--- src/rtl/core/rmq_pkg.sv ---
// Shared types, widths and codes for the rotation matrix to quaternion converter.
`default_nettype none
package rmq_pkg;

    localparam int SAMPLE_WIDTH = 16;
    localparam int FRAC_BITS    = 14;

    localparam int SW   = SAMPLE_WIDTH;
    localparam int AW   = SW + 3;                 // signed root argument
    localparam int RW   = (SW + FRAC_BITS + 3) / 2; // root bits
    localparam int RADW = 2 * RW;                 // radicand bits
    localparam int MAGW = SW + 1;                 // numerator magnitude
    localparam int DVW  = MAGW + FRAC_BITS + 1;   // dividend and quotient bits

    localparam int ONE_INT  = 1 << FRAC_BITS;
    localparam int SMAX_INT = (1 << (SW - 1)) - 1;

    // quaternion slots
    localparam logic [1:0] SLOT_W = 2'd0;
    localparam logic [1:0] SLOT_X = 2'd1;
    localparam logic [1:0] SLOT_Y = 2'd2;
    localparam logic [1:0] SLOT_Z = 2'd3;

    // largest diagonal axis
    localparam logic [1:0] AXIS_0 = 2'd0;
    localparam logic [1:0] AXIS_1 = 2'd1;
    localparam logic [1:0] AXIS_2 = 2'd2;

    typedef struct packed {
        logic signed [SW-1:0] m00;
        logic signed [SW-1:0] m01;
        logic signed [SW-1:0] m02;
        logic signed [SW-1:0] m10;
        logic signed [SW-1:0] m11;
        logic signed [SW-1:0] m12;
        logic signed [SW-1:0] m20;
        logic signed [SW-1:0] m21;
        logic signed [SW-1:0] m22;
    } in_t;

    typedef struct packed {
        logic signed [SW-1:0] quat_w;
        logic signed [SW-1:0] quat_x;
        logic signed [SW-1:0] quat_y;
        logic signed [SW-1:0] quat_z;
        logic                 degenerate;
    } out_t;

    // after the sqrt input stage
    typedef struct packed {
        logic                       deg;
        logic [1:0]                 rs;
        logic [2:0][1:0]            slot;
        logic [2:0]                 sign;
        logic [2:0][MAGW-1:0]       mag;
    } sq_side_t;

    // after the root is known
    typedef struct packed {
        logic                       deg;
        logic [1:0]                 rs;
        logic [2:0][1:0]            slot;
        logic [2:0]                 sign;
        logic [RW-1:0]              root;
    } dv_side_t;

    function automatic logic signed [AW-1:0] ext_a(input logic signed [SW-1:0] v);
        return {{(AW-SW){v[SW-1]}}, v};
    endfunction

    function automatic logic signed [MAGW-1:0] ext_n(input logic signed [SW-1:0] v);
        return {v[SW-1], v};
    endfunction

endpackage
`default_nettype wire

--- src/rtl/core/rmq_sqrt.sv ---
// Integer square root, one result bit per pipeline stage.
`default_nettype none
module rmq_sqrt (
    input  wire logic                clk,
    input  wire logic                rst_n,
    input  wire logic                en,
    input  wire logic                vld_i,
    input  wire logic [rmq_pkg::RADW-1:0] rad_i,
    input  wire rmq_pkg::sq_side_t   side_i,
    output logic                     vld_o,
    output logic [rmq_pkg::RW-1:0]   root_o,
    output rmq_pkg::sq_side_t        side_o
);
    import rmq_pkg::*;

    logic [RW-1:0]   vld_reg;
    logic [RW+1:0]   rem_reg  [RW];
    logic [RW-1:0]   root_reg [RW];
    logic [RADW-1:0] rad_reg  [RW];
    sq_side_t        side_reg [RW];

    logic [RW+1:0]   rem_next  [RW];
    logic [RW-1:0]   root_next [RW];
    logic [RADW-1:0] rad_next  [RW];

    always_comb
    begin
        logic [RW+1:0]   pr_rem;
        logic [RW-1:0]   pr_root;
        logic [RADW-1:0] pr_rad;
        logic [RW+1:0]   rem_t;
        logic [RW+1:0]   trial;
        for (int s = 0; s < RW; s++)
        begin
            if (s == 0)
            begin
                pr_rem  = '0;
                pr_root = '0;
                pr_rad  = rad_i;
            end
            else
            begin
                pr_rem  = rem_reg[s-1];
                pr_root = root_reg[s-1];
                pr_rad  = rad_reg[s-1];
            end
            rem_t = {pr_rem[RW-1:0], pr_rad[RADW-1 -: 2]};
            trial = {pr_root, 2'b01};
            if (rem_t >= trial)
            begin
                rem_next[s]  = rem_t - trial;
                root_next[s] = {pr_root[RW-2:0], 1'b1};
            end
            else
            begin
                rem_next[s]  = rem_t;
                root_next[s] = {pr_root[RW-2:0], 1'b0};
            end
            rad_next[s] = {pr_rad[RADW-3:0], 2'b00};
        end
    end

    always_ff @(posedge clk or negedge rst_n)
    begin
        if (!rst_n)
            vld_reg <= '0;
        else if (en)
            vld_reg <= {vld_reg[RW-2:0], vld_i};
    end

    always_ff @(posedge clk)
    begin
        if (en)
        begin
            for (int s = 0; s < RW; s++)
            begin
                rem_reg[s]  <= rem_next[s];
                root_reg[s] <= root_next[s];
                rad_reg[s]  <= rad_next[s];
                side_reg[s] <= (s == 0) ? side_i : side_reg[(s == 0) ? 0 : s-1];
            end
        end
    end

    assign vld_o  = vld_reg[RW-1];
    assign root_o = root_reg[RW-1];
    assign side_o = side_reg[RW-1];

endmodule
`default_nettype wire

--- config.mk ---
export PLATFORM = sky130hd
export DESIGN_NAME = rmq_sqrt
export DESIGN_NICKNAME = d
export VERILOG_FILES = /design/src/rtl/core/rmq_pkg.sv /design/src/rtl/core/rmq_sqrt.sv
export SDC_FILE = /design/constraint.sdc
export NUM_CORES = 1
export LEC_CHECK = 0
export ABC_AREA = 1
export BUFFER_PORTS_ARGS = -buffer_cell sky130_fd_sc_hd__buf_2
export CAP_MARGIN = 20
export CORE_AREA = 2 2 357 359
export CTS_CLUSTER_SIZE = 30
export DETAILED_ROUTE_END_ITERATION = 16
export DIE_AREA = 0 0 359 361
export GPL_ROUTABILITY_DRIVEN = 0
export PLACE_DENSITY = 0.66
export SETUP_SLACK_MARGIN = 0.5
export SYNTH_ARGS = -nofsm -noshare
export SYNTH_HDL_FRONTEND = slang
export SYNTH_SLANG_ARGS = --single-unit
--- constraint.sdc ---
create_clock -name clk -period 2.2 [get_ports clk]
set_input_delay 0.33 -clock clk [delete_from_list [all_inputs] [get_ports clk]]
set_output_delay 0.33 -clock clk [all_outputs]
set_load 0.005 [all_outputs]
# == Word-level counts from Yosys, hierarchy flattened ==
# Memories as Yosys holds them, arrays and structs flattened.
# Cells that the tools add are included.
# classes
addsub,16
magnitude_cmp,16
mux,34
# ops
cell,count
$mux W18,16
$ge A18 B18 Y1,15
$sub A18 B18 Y18,15
$mux W1,18
$sub A2 B1 Y3 const B,1
$ge A2 B1 Y1 const B,1
# word_totals
register_bits,16
ram_bits,2032
in_bits,99
out_inout_bits,80
mem_count,4
# mem_list
name,words,word_bits,rd,rd_ports_with_merged_regs,write_ports,line,rtl
side_reg,16,63,16,0,16,rmq_sqrt.sv:20,sq_side_t side_reg [RW];
rad_reg,16,30,15,0,16,rmq_sqrt.sv:19,logic [RADW-1:0] rad_reg [RW];
rem_reg,16,18,15,0,16,rmq_sqrt.sv:17,logic [RW+1:0] rem_reg [RW];
root_reg,16,16,16,0,16,rmq_sqrt.sv:18,logic [RW-1:0] root_reg [RW];

# == Logic depth before layout (Yosys ltp) ==
# Gate-level depths: netlist of the first run.
# An unclocked memory read counts as a cell.
# logic_depth
depth_word,3
mapped_depth,14
mapped_depth_nobuf,13

# == Worst setup path after synthesis of the first run ==
# Ideal clock, no wire load.
# synth_path
kind,reg2reg
startpoint,mem rem_reg[0][95] in the netlist's numbering
endpoint,mem rem_reg[0][113] in the netlist's numbering (data pin)
setup_ns,0.257
t_arrival_ns,1.598
slack_ns,0.344
stages_incl_launch_ff,9
n_path_buf,1
period_less_slack_ns,1.856
path_cell_list,edfxtp_1 -> ha_1 -> inv_2 -> o21ai_0 -> nor3_1 -> nand3_2 -> inv_4 -> buf_8 -> o21ai_2
# synth_rtl
element,line
start: declaration,rmq_sqrt.sv:17

==> flow_metrics.tcl, run 1 <==
set metrics [dict create \
    status "finished clean" \
    timing_worst_slew_pin_value_ns 0.7984 \
    row_count 130 \
    ys_seq_elements 1624 \
    finish.instance_area_um2 79320 \
    hp-class "input port to flop" \
    fraction_of_final_layout_cells_sized_beyond_drive_strength_1_pct 32.76 \
    vdd.ir_drop.worst_uv 795.3 \
    wl_per_cell_um 16.10 \
    place_hpwl_um 64460 \
    ys_seq_area_share_pct 78.04 \
    synth_edf_count 1608 \
    cts_tree "built" \
    total_power_consumption_w 0.07495 \
    crit_buf_inv 2 \
    synth_area_um2 62380 \
    critical_path_required_ns 2.72 \
    postLayoutSetupSlackWorst_ns 0.1208 \
    remaining_drc_errors 0 \
    fin_nets 5417 \
    post_synth_inst_count 4353 \
    vias_per_cell 5.042 \
    worst_setup_path_end_kind "flop" \
    largest_register_ffs 1008 \
    area_delta_synth_final_pct 27.16 \
    asyncSetResetFlopFracSynth_pct 0.9852 \
    final_core_util_pct 63.25 \
    rsz0062_at_grt "true" \
    clock_tree.htree_level_count 4 \
    timing.max_cap.violations 0 \
    dp_slack_ns -0.03764 \
    grtUsageMet1_pct 20.17 \
    worst_skew_pair.late_latency_ns 0.79 \
    clk_transition_reported_paths_ns 0.06 \
    setup_violations 0 \
    gr-usage-all-layers_pct 16.10 \
    grt_use_met2_pct 27.11 \
    floorplan.initialDensity_pct 49.74 \
    grt.met3_usage_pct 3.448 \
    maximum_number_of_pins_on_one_net_before_global_route_repair 143 \
    ports 179 \
    fmaxAchievable_mhz 481.0 \
    cts_buffer_depth 3 \
    grt_busiest_layer "met2" \
    ys_warn_count 0 \
    placed_area_um2 67010 \
    min_period_ns 2.079 \
    placement.io_buffers 178 \
    synthesis.nets 4604 \
    peak_per_stage_delay_on_the_critical_path_ns 0.43 \
    first_global_vias 33910 \
    critical_path_peak_fanout 5 \
    number_of_hold_violations_in_the_final_report 0 \
    instances_no_fill 6950 \
    floorplan.core_area_um2 125400 \
    crit_path_cell_trace "ha_4 -> inv_2 -> nor2_4 -> nand2_2 -> nor2_4 -> nand3b_1 -> nand2_2 -> clkinvlp_4 -> nand3_2 -> nand2_1" \
    critPathArrivalTime_ns 2.60 \
    placed_cells 6171 \
    pwr_density_cell_nw_per_um2 944.8 \
    grt-ovfl-total 0 \
    via_count 35040 \
    worst_path_dominant_cell_family "simple AND/OR/NAND/NOR gates" \
    fin_crit_sh_pct 94.51 \
    synth.lib_cells_used.distinct 50 \
    clock_sinks 1624 \
    drv_slew 0 \
    worst_path_max_delay_cell "edfxtp_1" \
    finClkSkew_ns 0.04337 \
    maxSlewHeadroom_pct 46.60 \
    routed_wl_um 111900 \
    power.static_leakage_nw 30.96 \
    critical_path_class "flop to flop" \
    drtIter0Drc 2806 \
    start_kind "flop" \
    grt_antenna_before_repair 2 \
    design.die.area_um2 129600 \
    fp.dieW_um 359 \
    syn-mean-instance-area_um2 14.33 \
    drt.antenna.violating_nets 0 \
    inserted_clock_buffers 164 \
    grt_pass1_wl_um 168700 \
    dr.pass1.iters 9 \
    clock-root-buffer "clkbuf_16" \
    yosys_most_used_dff "edfxtp_1" \
    die_height_um 361 \
]
## metal layers
metal  up-vias  share of wire, %
met5         -                 0
met4         0               4.0
met3       381               5.3
met2      1115                50
met1     16850                41
li1      16700                 -
## synth_stat cells (4+ instances only)
| cell | number | share of area [%] |
|---|---|---|
| dfrtp_1 | 16 | 0.64 |
| buf_2 | 6 | 0.048 |
| and2_1 | 8 | 0.080 |
| xnor2_1 | 28 | 0.39 |
| o21bai_1 | 8 | 0.096 |
| inv_1 | 553 | 3.3 |
| buf_4 | 66 | 0.79 |
| and3_1 | 4 | 0.040 |
| nand3b_1 | 27 | 0.32 |
| ha_1 | 152 | 3.0 |
| inv_2 | 18 | 0.11 |
| inv_4 | 4 | 0.040 |
| or2_2 | 5 | 0.050 |
| o21ai_2 | 11 | 0.15 |
| buf_6 | 15 | 0.27 |
| nand2_4 | 8 | 0.14 |
| edfxtp_1 | 1608 | 77 |
| nand2_1 | 988 | 5.9 |
| o21ai_0 | 62 | 0.50 |
| nor3_1 | 37 | 0.30 |
| a21oi_1 | 99 | 0.79 |
| nand2_2 | 19 | 0.19 |
| nand4_1 | 41 | 0.41 |
| nor2_1 | 210 | 1.3 |
| nor2_2 | 16 | 0.16 |
| nand3_2 | 9 | 0.14 |
| xor2_1 | 56 | 0.79 |
| a21oi_2 | 22 | 0.31 |
| o21ai_1 | 13 | 0.10 |
| nand3_1 | 214 | 1.7 |
## cell usage in the layout, fill, tap and decap left out, types with 59 or more instances in the layout
master,count
edfxtp_1,1608
nand2_1,726
inv_1,423
buf_4,348
nand2_2,210
buf_2,177
clkbuf_16,166
nand3_1,150
nor2_1,144
inv_2,134
ha_4,106
dlygate4sd3_1,100
nand2_4,73
nand3_2,59
## metrics by stage
stage | hold WS [ns] | setup TNS, ns
finish | 0.2431 | 0
global route | 0.1932 | 0
CTS | 0.1638 | 0
detailed placement | 0.2739 | -0.2098
global placement | 0.2593 | 0
floorplan | 0.03441 | 0
## power by group
| part | internal [W] | switching [W] | leakage, nW |
|---|---|---|---|
| combinational | 0.00424 | 0.00569 | 12.6 |
| sequential | 0.0368 | 0.00106 | 15.8 |
| clock | 0.0157 | 0.0115 | 2.58 |
## final cells by class
class | instances | area, um2
timing repair inverter | 11 | 116.4
tap | 1650 | 2064
clock inverter | 94 | 1072
clock buffer | 205 | 4258
antenna | 1 | 2.502
sequential | 1624 | 48690
timing repair buffer | 712 | 5856
inverter | 575 | 2268
multi-input combinational | 2078 | 15000
fill | 8715 | 46080
## worst paths after layout
path	from	endpoint	slack [ns]	cells past startpoint
max	rem_reg[1][8]$_DFFE_PP_	rem_reg[1][24]$_DFFE_PP_	0.12	10
min	rad_i[13]	rad_reg[0][13]$_DFFE_PP_	0.24	2
max reg2reg	rem_reg[1][8]$_DFFE_PP_	rem_reg[1][24]$_DFFE_PP_	0.12	10
min reg2reg	side_reg[0][291]$_DFFE_PP_	side_reg[0][354]$_DFFE_PP_	0.38	0
max in group asynchronous	rst_n	vld_reg[11]$_DFFE_PN0P_	0.97	3
min in group asynchronous	rst_n	vld_reg[0]$_DFFE_PN0P_	0.72	3
## logic make-up (layout without fill, tap and decap cells)
group	count (synthesis)	count (layout)	synth area share, %
AOI/OAI and AO/OA	227	227	2.118
DFF	1624	1624	78.04
adders and majority gates	152	152	3.049
xor gates and xnor gates	84	84	1.179
other	1	2	0.006011
and+or+nand+nor	1597	1612	10.94
muxes	2	2	0.03610
buffers and inverters	666	1597	4.631
## repair_timing
| action | CTS | global route |
|---|---|---|
| pin swaps | 129 | 231 |
| gates cloned | 18 | 12 |
| hold buffers | 100 | 0 |
| resized for setup | 289 | 593 |
| buffers inserted | 170 | 179 |
| setup endpoints to repair | 255 | 255 |
| endpoints found under the hold margin | 121 | 0 |
Note: power is estimated with default switching activity, not from simulation.
==> run 2: changes to the inputs <==
--- a/config.mk
+++ b/config.mk
@@ -13,8 +13,10 @@
 export DETAILED_ROUTE_END_ITERATION = 16
 export DIE_AREA = 0 0 359 361
 export GPL_ROUTABILITY_DRIVEN = 0
+export GPL_TIMING_DRIVEN = 0
 export PLACE_DENSITY = 0.66
 export SETUP_SLACK_MARGIN = 0.5
+export SLEW_MARGIN = 20
 export SYNTH_ARGS = -nofsm -noshare
 export SYNTH_HDL_FRONTEND = slang
 export SYNTH_SLANG_ARGS = --single-unit
==> run 2 against run 1 <==
Hold slack got worse by 0.17 ns. Power is 0.47% lower. Design area up 1.2%. Sequential power about the same. Worst setup slack lost 0.0083 ns. Combinational power about the same.
==> flow_metrics.tcl, run 2 (synthesis gave the netlist of run 1 again) <==
set metrics [dict create \
    worst_skew_pair.late_latency_ns 0.78 \
    inserted_clock_buffers 163 \
    maximum_number_of_pins_on_one_net_before_global_route_repair 152 \
    hp-class "input port to flop" \
    grtUsageMet1_pct 19.34 \
    crit_buf_inv 3 \
    drv_slew 0 \
    final_core_util_pct 63.98 \
    grt_pass1_wl_um 160900 \
    first_global_vias 32860 \
    rsz0062_at_grt "true" \
    worst_hold_startpoint "en" \
    die_height_um 361 \
    fin_crit_sh_pct 94.89 \
    ports 179 \
    gr-usage-all-layers_pct 15.29 \
    worst_path_max_delay_cell "edfxtp_1" \
    fmaxAchievable_mhz 479.0 \
    grt.met3_usage_pct 3.473 \
    clock_tree.htree_level_count 4 \
    grt_use_met2_pct 25.53 \
    placement.io_buffers 178 \
    worst_setup_path_end_kind "flop" \
    min_path_cells 1 \
    vdd.ir_drop.worst_uv 780.4 \
    critPathMostFrequentCell "nand2_2" \
    clock_sinks 1624 \
    routed_wl_um 106800 \
    dr.pass1.iters 8 \
    floorplan.initialDensity_pct 49.74 \
    totalNegativeSetupSlack_ns 0 \
    design.die.area_um2 129600 \
    total_power_consumption_w 0.07459 \
    timing_worst_slew_pin_value_ns 0.7623 \
    status "finished clean" \
    wl_per_cell_um 15.31 \
    cts_tree "built" \
    critical_path_peak_fanout 8 \
    placed_area_um2 67100 \
    drt.antenna.violating_nets 0 \
    remaining_drc_errors 0 \
    vias_per_cell 4.958 \
    worst_path_dominant_cell_family "simple AND/OR/NAND/NOR gates" \
    start_kind "flop" \
    rr_startpoint "rem_reg[1][46]$_DFFE_PP_" \
    peak_per_stage_delay_on_the_critical_path_ns 0.46 \
    critical_path_required_ns 2.73 \
    crit_path_cell_trace "ha_4 -> inv_1 -> nor2_1 -> nand2_2 -> nor2_4 -> nand2_4 -> nand2_8 -> inv_8 -> clkbuf_16 -> nand2_2 -> nand2_1" \
    timing.max_cap.violations 0 \
    largest_register_ffs 1008 \
    via_count 34570 \
    mostFrequentLayoutCell "edfxtp_1" \
    min_period_ns 2.087 \
    place_hpwl_um 59080 \
    clock-root-buffer "clkbuf_16" \
    mostFrequentLayoutCells "edfxtp_1 (1608), nand2_1 (706), inv_1 (436)" \
    finish.instance_area_um2 80240 \
    cts_buffer_depth 3 \
    pwr_density_cell_nw_per_um2 929.6 \
    fraction_of_final_layout_cells_sized_beyond_drive_strength_1_pct 32.75 \
    ff2ff_path_depth 11 \
    critical_path_class "flop to flop" \
    critPathArrivalTime_ns 2.62 \
    clk_transition_reported_paths_ns 0.06 \
    row_count 130 \
    power.static_leakage_nw 31.67 \
    number_of_gates_on_the_worst_path_with_buffers_counted 11 \
    maxSlewHeadroom_pct 49.18 \
    area_delta_synth_final_pct 28.62 \
    number_of_hold_violations_in_the_final_report 0 \
    grt_busiest_layer "met2" \
    fp.dieW_um 359 \
    finClkSkew_ns 0.02685 \
    critical_path.startpoint "rem_reg[1][46]$_DFFE_PP_" \
    fin_nets 5441 \
    grt_antenna_before_repair 1 \
    floorplan.core_area_um2 125400 \
    setup_violations 0 \
    grt-ovfl-total 0 \
    antennaDiodeCount 0 \
    drtIter0Drc 2583 \
]
[run 2: cell type report]
| cell class | instances | area, um2 |
|---|---|---|
| repair buffers | 670 | 6245 |
| clock inverters | 98 | 1045 |
| plain buffers | 91 | 982.2 |
| multi-input cells | 2064 | 14720 |
| flip-flops and latches | 1624 | 48690 |
| well taps | 1650 | 2064 |
| clock buffers | 199 | 4235 |
| inverters | 575 | 2261 |
| fillers | 8588 | 45170 |
| repair inverters | 1 | 3.754 |
[run 2: metrics by stage]
| step | setup slack [ns] | hold WS, ns | std cells |
|---|---|---|---|
| global placement | -24.25 | 0.2485 | 6181 |
| CTS | 0.1910 | 0.003930 | 6765 |
| global route | 0.04733 | 0.02921 | 6972 |
| finish | 0.1125 | 0.06824 | 6972 |
| detailed placement | -1.367 | 0.2717 | 6193 |
| floorplan | 0.4157 | 0.03441 | 4353 |
[run 2: repair_timing]
item,in CTS,in global routing
hold buffers,100,0
endpoints found under the hold margin,158,0
endpoints found under the setup margin,750,300
gates cloned,17,14
pin swaps,99,245
resized for setup,196,795
setup buffers,158,193
[run 2: final timing paths]
kind | to | slack [ns]
max reg2reg | rem_reg[1][65]$_DFFE_PP_ | 0.11
min | side_reg[0][247]$_DFFE_PP_ | 0.07
min reg2reg | side_reg[1][366]$_DFFE_PP_ | 0.40
min in group asynchronous | vld_reg[14]$_DFFE_PN0P_ | 0.67
max in group asynchronous | vld_reg[4]$_DFFE_PN0P_ | 1.06
max | rem_reg[1][65]$_DFFE_PP_ | 0.11
[run 2: power breakdown]
| part | internal, W | total, W | switching (W) |
|---|---|---|---|
| clock network | 0.0154 | 0.0268 | 0.0114 |
| logic | 0.00441 | 0.00993 | 0.00552 |
| registers | 0.0368 | 0.0379 | 0.00104 |
| total | 0.0566 | 0.0746 | 0.0180 |
[run 2: worst reg2reg max path, cell delays in order (launching register included)]
cell       delay [ns]
edfxtp_1         0.46
ha_4             0.34
inv_1            0.09
nor2_1           0.15
nand2_2          0.14
nor2_4           0.13
nand2_4          0.08
nand2_8          0.13
inv_8            0.06
clkbuf_16        0.16
nand2_2          0.06
nand2_1          0.05
[run 2: per-layer routing]
metal | part of all wire (%) | wire [um]
met1 | 42 | 44900
met4 | 3.4 | 3632
met5 | 0 | 0
met3 | 5.0 | 5300
met2 | 50 | 52920
