[src/rtl/core/rmq_pkg.sv]
// Shared types, widths and codes for the rotation matrix to quaternion converter.
`default_nettype none
package rmq_pkg;

    localparam int SAMPLE_WIDTH = 16;
    localparam int FRAC_BITS    = 14;

    localparam int SW   = SAMPLE_WIDTH;
    localparam int AW   = SW + 3;                 // signed root argument
    localparam int RW   = (SW + FRAC_BITS + 3) / 2; // root bits
    localparam int RADW = 2 * RW;                 // radicand bits
    localparam int MAGW = SW + 1;                 // numerator magnitude
    localparam int DVW  = MAGW + FRAC_BITS + 1;   // dividend and quotient bits

    localparam int ONE_INT  = 1 << FRAC_BITS;
    localparam int SMAX_INT = (1 << (SW - 1)) - 1;

    // quaternion slots
    localparam logic [1:0] SLOT_W = 2'd0;
    localparam logic [1:0] SLOT_X = 2'd1;
    localparam logic [1:0] SLOT_Y = 2'd2;
    localparam logic [1:0] SLOT_Z = 2'd3;

    // largest diagonal axis
    localparam logic [1:0] AXIS_0 = 2'd0;
    localparam logic [1:0] AXIS_1 = 2'd1;
    localparam logic [1:0] AXIS_2 = 2'd2;

    typedef struct packed {
        logic signed [SW-1:0] m00;
        logic signed [SW-1:0] m01;
        logic signed [SW-1:0] m02;
        logic signed [SW-1:0] m10;
        logic signed [SW-1:0] m11;
        logic signed [SW-1:0] m12;
        logic signed [SW-1:0] m20;
        logic signed [SW-1:0] m21;
        logic signed [SW-1:0] m22;
    } in_t;

    typedef struct packed {
        logic signed [SW-1:0] quat_w;
        logic signed [SW-1:0] quat_x;
        logic signed [SW-1:0] quat_y;
        logic signed [SW-1:0] quat_z;
        logic                 degenerate;
    } out_t;

    // after the sqrt input stage
    typedef struct packed {
        logic                       deg;
        logic [1:0]                 rs;
        logic [2:0][1:0]            slot;
        logic [2:0]                 sign;
        logic [2:0][MAGW-1:0]       mag;
    } sq_side_t;

    // after the root is known
    typedef struct packed {
        logic                       deg;
        logic [1:0]                 rs;
        logic [2:0][1:0]            slot;
        logic [2:0]                 sign;
        logic [RW-1:0]              root;
    } dv_side_t;

    function automatic logic signed [AW-1:0] ext_a(input logic signed [SW-1:0] v);
        return {{(AW-SW){v[SW-1]}}, v};
    endfunction

    function automatic logic signed [MAGW-1:0] ext_n(input logic signed [SW-1:0] v);
        return {v[SW-1], v};
    endfunction

endpackage
`default_nettype wire

[src/rtl/core/rmq_front.sv]
// Front end: trace, pivot axis, root argument and signed numerators, two stages.
`default_nettype none
module rmq_front (
    input  wire logic               clk,
    input  wire logic               rst_n,
    input  wire logic               en,
    input  wire logic               vld_i,
    input  wire rmq_pkg::in_t       mat_i,
    output logic                    vld_o,
    output logic [rmq_pkg::RADW-1:0] rad_o,
    output rmq_pkg::sq_side_t       side_o
);
    import rmq_pkg::*;

    logic                  v1_reg;
    in_t                   mat_reg;
    logic signed [AW-1:0]  trace_reg;
    logic                  tpos_reg;
    logic [1:0]            axis_reg;

    logic signed [AW-1:0]  trace_next;
    logic [1:0]            axis_next;
    logic signed [SW-1:0]  mi;

    logic                  v2_reg;
    logic [RADW-1:0]       rad_reg;
    sq_side_t              side_reg;

    logic signed [AW-1:0]  a;
    logic signed [MAGW-1:0] n [3];
    logic [RADW-1:0]       rad_next;
    sq_side_t              side_next;

    always_comb
    begin
        trace_next = ext_a(mat_i.m00) + ext_a(mat_i.m11) + ext_a(mat_i.m22);
        axis_next  = AXIS_0;
        mi         = mat_i.m00;
        if (mat_i.m11 > mat_i.m00)
        begin
            axis_next = AXIS_1;
            mi        = mat_i.m11;
        end
        if (mat_i.m22 > mi)
            axis_next = AXIS_2;
    end

    always_ff @(posedge clk or negedge rst_n)
    begin
        if (!rst_n)
        begin
            v1_reg <= 1'b0;
            v2_reg <= 1'b0;
        end
        else if (en)
        begin
            v1_reg <= vld_i;
            v2_reg <= v1_reg;
        end
    end

    always_ff @(posedge clk)
    begin
        if (en)
        begin
            mat_reg   <= mat_i;
            trace_reg <= trace_next;
            tpos_reg  <= (trace_next > 0);
            axis_reg  <= axis_next;
            rad_reg   <= rad_next;
            side_reg  <= side_next;
        end
    end

    always_comb
    begin
        side_next.rs   = SLOT_W;
        side_next.slot = {SLOT_Z, SLOT_Y, SLOT_X};
        a    = trace_reg + AW'(ONE_INT);
        n[0] = ext_n(mat_reg.m21) - ext_n(mat_reg.m12);
        n[1] = ext_n(mat_reg.m02) - ext_n(mat_reg.m20);
        n[2] = ext_n(mat_reg.m10) - ext_n(mat_reg.m01);
        if (!tpos_reg)
        begin
            unique case (axis_reg)
                AXIS_0:
                begin
                    a = ext_a(mat_reg.m00) - ext_a(mat_reg.m11) - ext_a(mat_reg.m22)
                        + AW'(ONE_INT);
                    side_next.rs   = SLOT_X;
                    n[0] = ext_n(mat_reg.m21) - ext_n(mat_reg.m12);
                    n[1] = ext_n(mat_reg.m10) + ext_n(mat_reg.m01);
                    n[2] = ext_n(mat_reg.m20) + ext_n(mat_reg.m02);
                    side_next.slot = {SLOT_Z, SLOT_Y, SLOT_W};
                end
                AXIS_1:
                begin
                    a = ext_a(mat_reg.m11) - ext_a(mat_reg.m22) - ext_a(mat_reg.m00)
                        + AW'(ONE_INT);
                    side_next.rs   = SLOT_Y;
                    n[0] = ext_n(mat_reg.m02) - ext_n(mat_reg.m20);
                    n[1] = ext_n(mat_reg.m21) + ext_n(mat_reg.m12);
                    n[2] = ext_n(mat_reg.m01) + ext_n(mat_reg.m10);
                    side_next.slot = {SLOT_X, SLOT_Z, SLOT_W};
                end
                default:
                begin
                    a = ext_a(mat_reg.m22) - ext_a(mat_reg.m00) - ext_a(mat_reg.m11)
                        + AW'(ONE_INT);
                    side_next.rs   = SLOT_Z;
                    n[0] = ext_n(mat_reg.m10) - ext_n(mat_reg.m01);
                    n[1] = ext_n(mat_reg.m02) + ext_n(mat_reg.m20);
                    n[2] = ext_n(mat_reg.m12) + ext_n(mat_reg.m21);
                    side_next.slot = {SLOT_Y, SLOT_X, SLOT_W};
                end
            endcase
        end
        side_next.deg = (a <= 0);
        for (int l = 0; l < 3; l++)
        begin
            side_next.sign[l] = n[l][MAGW-1];
            side_next.mag[l]  = n[l][MAGW-1] ? (~n[l] + 1'b1) : n[l];
        end
        // degenerate items run a zero radicand; their outputs are zeroed later
        rad_next = side_next.deg ? '0 : (RADW'(a[AW-2:0]) << FRAC_BITS);
    end

    assign vld_o  = v2_reg;
    assign rad_o  = rad_reg;
    assign side_o = side_reg;

endmodule
`default_nettype wire

[config.mk]
export PLATFORM = sky130hd
export DESIGN_NAME = rmq_front
export DESIGN_NICKNAME = d
export VERILOG_FILES = /design/src/rtl/core/rmq_pkg.sv /design/src/rtl/core/rmq_front.sv
export SDC_FILE = /design/constraint.sdc
export NUM_CORES = 1
export LEC_CHECK = 0
export BUFFER_PORTS_ARGS = -buffer_cell sky130_fd_sc_hd__buf_2
export CORE_ASPECT_RATIO = 0.5
export CORE_MARGIN = 3
export CORE_UTILIZATION = 45
export CTS_CLUSTER_DIAMETER = 40
export CTS_CLUSTER_SIZE = 20
export DETAILED_ROUTE_END_ITERATION = 7
export MAX_ROUTING_LAYER = met4
export PLACE_DENSITY = 0.7
export SYNTH_ARGS = -nofsm -noshare
export SYNTH_HDL_FRONTEND = slang
export SYNTH_SLANG_ARGS = --single-unit
[constraint.sdc]
create_clock -name clk -period 6.37 [get_ports clk]
set_input_delay 1.274 -clock clk [delete_from_list [all_inputs] [get_ports clk]]
set_output_delay 1.274 -clock clk [all_outputs]
set_load 0.01 [all_outputs]
Word level (Yosys, flattened, before mapping)
Index checks and enable logic that the tools add are counted.
{"block": "word_totals", "register_bits": 262, "inputBits": 148, "word_cells": 68}
{"block": "op_classes", "eq_ne": 1, "reduce_logical": 1, "n_bitwise": 3, "mux": 10, "addsub": 21, "order_cmp": 4}
{"op": "$pmux 51 s2", "n": 1}
{"op": "$sub 16x16->17", "n": 6}
{"op": "$add 18x16->19 const B", "n": 4}
{"op": "$add 16x16->17", "n": 4}
{"op": "$mux 16", "n": 4}
{"op": "$sub 17x16->18", "n": 3}
{"op": "$add 17x1->17 const B", "n": 3}
{"op": "$mux 51", "n": 1}
{"op": "$not 17->17", "n": 3}
{"op": "$pmux 19 s2", "n": 1}
{"op": "$gt 16x16->1", "n": 2}
{"op": "$le 19x1->1 const B", "n": 1}
{"op": "$mux 19", "n": 1}
{"op": "$add 17x16->18", "n": 1}
{"op": "$gt 18x1->1 const B", "n": 1}
{"op": "$pmux 8 s2", "n": 1}
{"op": "$eq 2x1->1 const B", "n": 1}
{"op": "$logic_not 2->1", "n": 1}
{"op": "$mux 1", "n": 1}

Depth between registers and ports, before layout
Gate-level depths: netlist of run 1.
{"block": "depth", "depth_word": 6, "depth_mapped": 23}

Least setup slack after synthesis of run 1
OpenSTA, ideal clock, no wires.
{"block": "synth_path", "path_type": "input to register", "from": "input mat_i[129] (netlist name)", "to": "register axis_reg[0] (data pin)", "setup_time_ns": 0.260, "required_time_ns": 6.110, "path_stages": 23, "arrival_ns": 4.910, "path_slack_ns": 1.200, "n_path_buf": 0, "path_cell_list": "inv_1 > ha_1 > nor2b_1 > o21a_1 > o21a_1 > o21a_1 > o21a_1 > o21a_1 > o21a_1 > o21ai_0 > a31oi_1 > mux2i_1 > ha_1 > nor2b_1 > o21a_1 > o21a_1 > o21a_1 > o21ai_0 > nand2b_1 > a211o_1 > mux2i_1 > a41oi_1 > nor2b_1"}
{"block": "synth_between", "elab_chain_cells": 3}
{"element": "from (decl)", "line": "rmq_front.sv:8", "text": "input wire rmq_pkg::in_t mat_i,"}
{"element": "$gt 16x16->1", "line": "rmq_front.sv:39", "text": "if (mat_i.m11 > mat_i.m00)"}
{"element": "$mux 16", "line": "rmq_front.sv:39"}
{"element": "$gt 16x16->1", "line": "rmq_front.sv:44", "text": "if (mat_i.m22 > mi)"}
{"element": "to (signal assigned)", "line": "rmq_front.sv:69", "text": "axis_reg <= axis_next;"}
{"element": "to (decl)", "line": "rmq_front.sv:19", "text": "logic [1:0] axis_reg;"}
Several ways; a longest one is shown, not always the timed one.
A chain may end at the register's enable or synchronous reset.

Worst setup path in the final report of run 1
{"block": "layout_path", "from": "register mat_reg[7] (netlist name)", "to": "register rad_reg[24] (netlist: rad_o[24]) (data pin)"}
{"block": "layout_between", "elab_chain_cells": 6}
{"element": "from (decl)", "line": "rmq_front.sv:16", "text": "in_t mat_reg;"}
{"element": "from (signal assigned)", "line": "rmq_front.sv:66", "text": "mat_reg <= mat_i;"}
{"element": "$sub 16x16->17, on equally long branches", "line": "rmq_front.sv:108, rmq_front.sv:98"}
{"element": "$sub 17x16->18, on equally long branches", "line": "rmq_front.sv:108, rmq_front.sv:98"}
{"element": "$add 18x16->19, on equally long branches", "line": "rmq_front.sv:109, rmq_front.sv:99"}
{"element": "$pmux 19 s2 *", "line": "rmq_front.sv:85", "text": "unique case (axis_reg)"}
{"element": "$mux 19 *", "line": "rmq_front.sv:83", "text": "if (!tpos_reg)"}
{"element": "$le 19x1->1", "line": "rmq_front.sv:118", "text": "side_next.deg = (a <= 0);"}
{"element": "to (signal assigned)", "line": "rmq_front.sv:70", "text": "rad_reg <= rad_next;"}
{"element": "to (decl)", "line": "rmq_front.sv:26", "text": "logic [RADW-1:0] rad_reg;"}
Every way passes the cells marked *; elsewhere a longest branch is shown, timed or not.

==> metrics.txt, run 1 <==
status completed; drt first pass iters 6; Top FF cell, synth edfxtp_1; unrepaired setup endpoints after global routing false; Post-CTS Repair Setup Buffers 0; critical path peak fanout 19; DRC Markers 0; final hold viol count 0; Avg WL per Cell 20.2 microns; GRT Total Usage 0.247; initial antenna violation count 3; Routed Antenna Nets 0; die width 317 microns; full die area 51100 sq um; type of the worst setup path reg -> reg; global placement routability congestion 0.961; Initial Utilization 0.460; Final Slew Violations 0; Post-CTS Hold Buffers 0; Ys Warns 0; clock root buffer clkbuf_16; P per Cell Area 330 nW/um^2; Clock Latency Late Sink 600 ps; Fillers 4303; ys async rst share 0.00816; Seq cells post-synth 245; Area Growth Syn to Fin 12.8%; NumNets Final 2906; register area 7350 sq um; H-tree lvl count 1; routed wire length 62600 microns; M2 GR Usage 0.395; Post-Syn Area 21700 sq um; CTS clock-pin slew for the worst setup and hold paths 70 ps; Port Buffers 228; Max-slew headroom 0.302; Die Y 161 microns; hpwl dp 49700 microns; total power 8.07 mW; Post-synth EDFFs 243; first-pass GRT wire length 95400 microns; gr ovfl total 0; # rows 56; busiest grt layer met2; area occupied by multi-input gates 13100 sq um; peak supply drop 0.000219 V; Resized cells post-CTS 0; M3 GR Usage 0.0364; layout cell share with drive strength beyond 1 0.138; vias per std cell 5.73; GR Layer Usage met1 0.328; CTS Buf Count 28; final worst-path cycle share 0.779; TNS Setup 0 ps; DP Worst Slack 850 ps; max FFs per register 144; core area 47200 sq um; critical path launch point type flop; final setup fails 0; Distinct cells, synth 91; via count 17800; io pins 244; pin count of the biggest net entering global routing 123; Tmin final 4960 ps; clk buf depth 3; post-synthesis cell count 2239; FMAX 0.202 GHz; CP Data Required Time 6710 ps; Worst Hold Class in -> async; measured slew at the worst slew-check pin 1040 ps; Max Cap Viol 0; Critical Path AT 5300 ps; clock sinks 245; sequential fraction of the synthesis area 0.338; CTS tree built; clock skew 19.3 ps; final worst slack 1410 ps; leak pwr 10.6 nW; Iteration-0 DRC Markers 1673; vias in the first global route 17000; mean post-synth cell area 9.70 sq um; CP Capture Type flop
[final cells by class]
type,instances,share of cell area
Antenna cell,3,0.000307
Inverter,245,0.0375
Clock buffer,28,0.0286
Timing Repair Buffer,247,0.0533
Tap cell,638,0.0326
Clock inverter,24,0.0130
Sequential cell,245,0.300
Multi-Input combinational cell,1673,0.535
[kinds of logic (layout without fill, tap and decap cells)]
family,after synthesis,in the layout,synth area share
compound gates,571,571,0.179
xor+xnor,132,132,0.0532
fa+ha+maj,318,318,0.209
buf+inv,335,544,0.0616
flops,245,245,0.338
mux,47,47,0.0223
other cells,1,18,0.000173
simple gates,590,590,0.137
[synthesized netlist by cell type (9+ instances only)]
cell type | n | area (sq um)
o31ai_1 | 24 | 180
ha_1 | 244 | 3050
mux2_2 | 11 | 124
a211oi_1 | 35 | 263
and3_1 | 14 | 87.6
nor2_1 | 169 | 634
nor3_1 | 48 | 240
o221ai_1 | 9 | 78.8
fa_1 | 74 | 1480
or3_1 | 15 | 93.8
a31oi_1 | 29 | 181
o211ai_1 | 24 | 180
xnor2_1 | 86 | 753
o22ai_1 | 14 | 87.6
nand2b_1 | 35 | 219
buf_2 | 10 | 50.1
a21oi_1 | 123 | 616
edfxtp_1 | 243 | 7300
nand4_1 | 17 | 106
o21bai_1 | 9 | 67.6
o21a_1 | 32 | 240
nor4_1 | 12 | 75.1
a211o_1 | 13 | 114
or2_2 | 10 | 62.6
buf_4 | 18 | 135
xor2_1 | 46 | 403
a221oi_1 | 12 | 105
a21o_1 | 29 | 218
o21ai_0 | 109 | 546
inv_1 | 242 | 908
mux2i_1 | 36 | 360
or4_1 | 9 | 67.6
nor2b_1 | 49 | 307
o31a_1 | 9 | 78.8
clkbuf_1 | 54 | 203
and2_1 | 9 | 56.3
nand3_1 | 39 | 195
nor3b_1 | 14 | 105
nand2_1 | 120 | 450
[power breakdown]
group / switching [mW] / internal (mW)
clock: 0.788 / 0.916
sequential: 0.148 / 2.19
combinational: 2.48 / 1.55
total: 3.42 / 4.66
[cells in the final DEF, fill, tap and decap left out, types with 17 or more instances in the layout]
master     instances
nand2b_1          35
o211ai_1          24
nand3_1           39
xor2_1            46
inv_1            242
o31ai_1           24
nor3_1            47
a21oi_1          123
o21ai_0          109
nor2_1           169
nor2b_1           49
fa_1              74
o21a_1            32
buf_2            227
a21o_1            29
buf_4             18
mux2i_1           36
ha_1             244
a31oi_1           28
a211oi_1          35
edfxtp_1         243
clkbuf_16         28
xnor2_1           86
nand4_1           17
nand2_1          120
[path summary, 6_finish.rpt]
kind,to,from,slack (ps),cells after the start
min in group clk,vld_o,vld_o,510,1
max in group asynchronous,v1_reg,rst_n,5820,1
worst min-delay path,vld_o,rst_n,460,1
worst max register to register,rad_o[24],mat_reg[7],1410,16
worst max-delay path,rad_o[24],mat_reg[7],1410,16
worst min register to register,vld_o,vld_o,510,1
[through the flow]
step / instance area (sq um) / utilization / hold slack [ps] / cells
after global placement: 23500 / 0.497 / 481 / 3048
after detailed placement: 23500 / 0.497 / 498 / 3048
after CTS: 24500 / 0.518 / 429 / 3100
after global routing: 24500 / 0.519 / 441 / 3103
final: 24500 / 0.519 / 458 / 3103
after floorplan: 21800 / - / 424 / 2253
[worst max-delay path, stage by stage, from the launching register on]
cell	delay (ps)
edfxtp_1	430
inv_1	90
fa_1	530
inv_1	70
ha_1	330
ha_1	400
o21a_1	220
o21ai_0	290
o21bai_1	220
a21oi_1	150
o41ai_1	590
o21ai_0	360
a221oi_1	360
nor2_1	70
a22oi_1	200
buf_4	280
nor2_1	100
[routing by layer]
layer / wire length (microns) / up-vias / share of wire
met5: 0 / - / 0
met4: 1850 / 0 / 0.030
met3: 4230 / 117 / 0.067
met2: 29300 / 651 / 0.47
met1: 27200 / 8530 / 0.43
li1: - / 8477 / -
No activity file was read; power rests on OpenSTA's default activity.
==> run 2: changes to the inputs <==
Settings changed: PLACE_DENSITY 0.7 to 0.72.
Clock period 6.37 ns to 4.04 ns, I/O delays scaled along.
==> run 2 against run 1 <==
- the run now ends with setup timing left
- total power grew 74%
- cell area grew 9.7%
- sequential share of layout area down 2.6 points
- combinational power grew 88%
- core utilization is 5.0 points higher
- non-clock buffer count increased by 228
- first-iteration DRC count up 2.0%
- setup slack lost 1500 ps
- global-route usage is 1.3 points higher
- critical path depth grew 1
- register-to-register slack got worse by 1500 ps
- highest routed layer unchanged
==> metrics.txt, run 2 (same netlist as run 1, synthesis figures left out) <==
status complete, but fails checks; failing checks setup timing; CP delay by family, top compound AO/OA/AOI/OAI gates; Critical Path AT 4500 ps (-800 ps); critical path peak fanout 3 (-16); # rows 56 (unchanged); CTS clock-pin slew for the worst setup and hold paths 80 ps (about the same); global placement routability congestion 1.00 (+4.0%); Max Cap Viol 0 (unchanged); leak pwr 11.8 nW (+12%); Initial Utilization 0.460 (unchanged); GRT Total Usage 0.260 (+0.0128); Port Buffers 228 (unchanged); io pins 244 (unchanged); hpwl dp 51900 microns (+4.4%); worst path bufs/invs 4 (+1); drt first pass iters 5 (-1); first-pass GRT wire length 101000 microns (+5.7%); Slowest Stage Delay on Critical Path 550 ps (-40 ps); vias per std cell 5.62 (-2.0%); vias in the first global route 18400 (+8.2%); Avg WL per Cell 19.8 microns (-1.9%); non-filler cells, final 3331 (+7.3%); core area 47200 sq um (unchanged); most frequent cells in the layout edfxtp_1, buf_4, inv_1; TNS Setup -106 ps (-106 ps); routed wire length 66000 microns (+5.3%); CTS Buf Count 29 (+3.6%); H-tree lvl count 1 (unchanged); max FFs per register 144 (unchanged); Tmin final 4130 ps (-825 ps); critical path launch point type flop; via count 18700 (+5.2%); final worst slack -94.5 ps (-1500 ps); type of the worst setup path reg -> reg; DRC Markers 0 (unchanged); Routed Antenna Nets 0 (unchanged); FMAX 0.242 GHz (+20%); Die Y 161 microns (unchanged); layout cell share with drive strength beyond 1 0.244 (+0.106); placed insts 3261 (+7.0%); final hold viol count 0 (unchanged); CTS tree built; measured slew at the worst slew-check pin 739 ps (-303 ps); Clock Latency Late Sink 610 ps (about the same); DP Worst Slack -739 ps (-1590 ps); CP Data Required Time 4400 ps (-2310 ps); Final Slew Violations 0 (unchanged); Iteration-0 DRC Markers 1706 (+2.0%); unrepaired setup endpoints after global routing true; die width 317 microns (unchanged); clock sinks 245 (unchanged); Critical Path, Cell by Cell inv_1 -> fa_1 -> inv_1 -> buf_4 -> ha_1 -> ha_1 -> o211ai_1 -> nand2_1 -> a41oi_2 -> buf_4 -> o21ai_0 -> a21o_1 -> a21oi_2 -> xor2_1 -> nand2_1 -> a32o_2 -> a41o_1; register area 7350 sq um (unchanged); Max-slew headroom 0.508 (+0.206); commonest non-fill, non-tap cell in the layout edfxtp_1; Worst Hold Class in -> reg; initial antenna violation count 2 (-1); area occupied by multi-input gates 13600 sq um (+4.2%); slowest stage cell, crit path fa_1; P per Cell Area 524 nW/um^2 (+59%); gr ovfl total 0 (unchanged); Area Growth Syn to Fin 23.7%; final setup fails 2 (+2); clock root buffer clkbuf_16; clock skew 27.0 ps (+7.70 ps); CP Capture Type flop; clk buf depth 3 (unchanged); final worst-path cycle share 1.02 (+0.245); peak supply drop 0.000278 V (+27%); pin count of the biggest net entering global routing 74 (-40%); Fillers 4125 (-4.1%); NumNets Final 3135 (+7.9%); full die area 51100 sq um (unchanged)
-- run 2: cell count changes in the layout (fill, tap and decap cells not counted), sizes merged --
cell         change
buf            +227
clkinvlp         -2
diode            -1
dlygate4sd3      +1
clkbuf           +1
inv              +2
-- run 2: path summary, 6_finish.rpt --
kind / from / end / slack [ps] / cells after the start
max: mat_reg[8] / side_o[62] / -90 / 17
min: mat_i[95] / mat_reg[95] / 370 / 1
max reg2reg: mat_reg[8] / side_o[62] / -90 / 17
min reg2reg: vld_o / vld_o / 510 / 1
max in group asynchronous: rst_n / vld_o / 3400 / 2
min in group asynchronous: rst_n / v1_reg / 540 / 2
-- run 2: layout make-up --
cell class,instances,area share
multi-input cells,1673,0.508
flip-flops and latches,245,0.274
repair buffers,475,0.115
inverters,245,0.0344
well taps,638,0.0297
clock buffers,29,0.0270
clock inverters,24,0.0122
diodes,2,0.000186
-- run 2: layer usage --
| layer | wire length [microns] | global-route usage | share of wire | vias up |
|---|---|---|---|---|
| li1 | - | - | - | 8944 |
| met1 | 27700 | 0.335 | 0.42 | 9001 |
| met2 | 31400 | 0.423 | 0.48 | 637 |
| met3 | 4660 | 0.0397 | 0.071 | 124 |
| met4 | 2230 | 0.0799 | 0.034 | 0 |
| met5 | 0 | - | 0 | - |
-- run 2: stage by stage --
| step | hold WS [ps] | power [mW] | area (sq um) | util |
|---|---|---|---|---|
| 3_3_place_gp | 481 | 10.6 | 25100 | 0.532 |
| 3_5_place_dp | 504 | 10.6 | 25100 | 0.532 |
| 5_1_grt | 341 | 14.9 | 26900 | 0.569 |
| 4_1_cts | 341 | 13.8 | 26500 | 0.562 |
| 2_1_floorplan | 424 | 8.01 | 21800 | - |
| 6_report | 366 | 14.1 | 26900 | 0.569 |
-- run 2: worst register-to-register path, cell delays in order, from the launching register on --
cell and delay [ps]:
edfxtp_1 430, inv_1 90, fa_1 550, inv_1 70, buf_4 150, ha_1 290
ha_1 350, o211ai_1 240, nand2_1 110, a41oi_2 250, buf_4 150, o21ai_0 120
a21o_1 230, a21oi_2 140, xor2_1 140, nand2_1 70, a32o_2 300, a41o_1 230
-- run 2: timing repair --
item | in CTS | in global routing
gates resized for setup | 54 | 67
gates cloned | 1 | 0
pin swaps | 27 | 20
hold buffers | 1 | 0
endpoints found under the setup margin | 20 | 41
buffers inserted | 7 | 6
endpoints found under the hold margin | 2 | 0
-- run 2: where the power goes --
part           switching [mW]  internal [mW]  total (mW)
Clock                    1.31           1.51        2.81
Sequential              0.230           3.44        3.67
Combinational            4.31           3.29        7.59
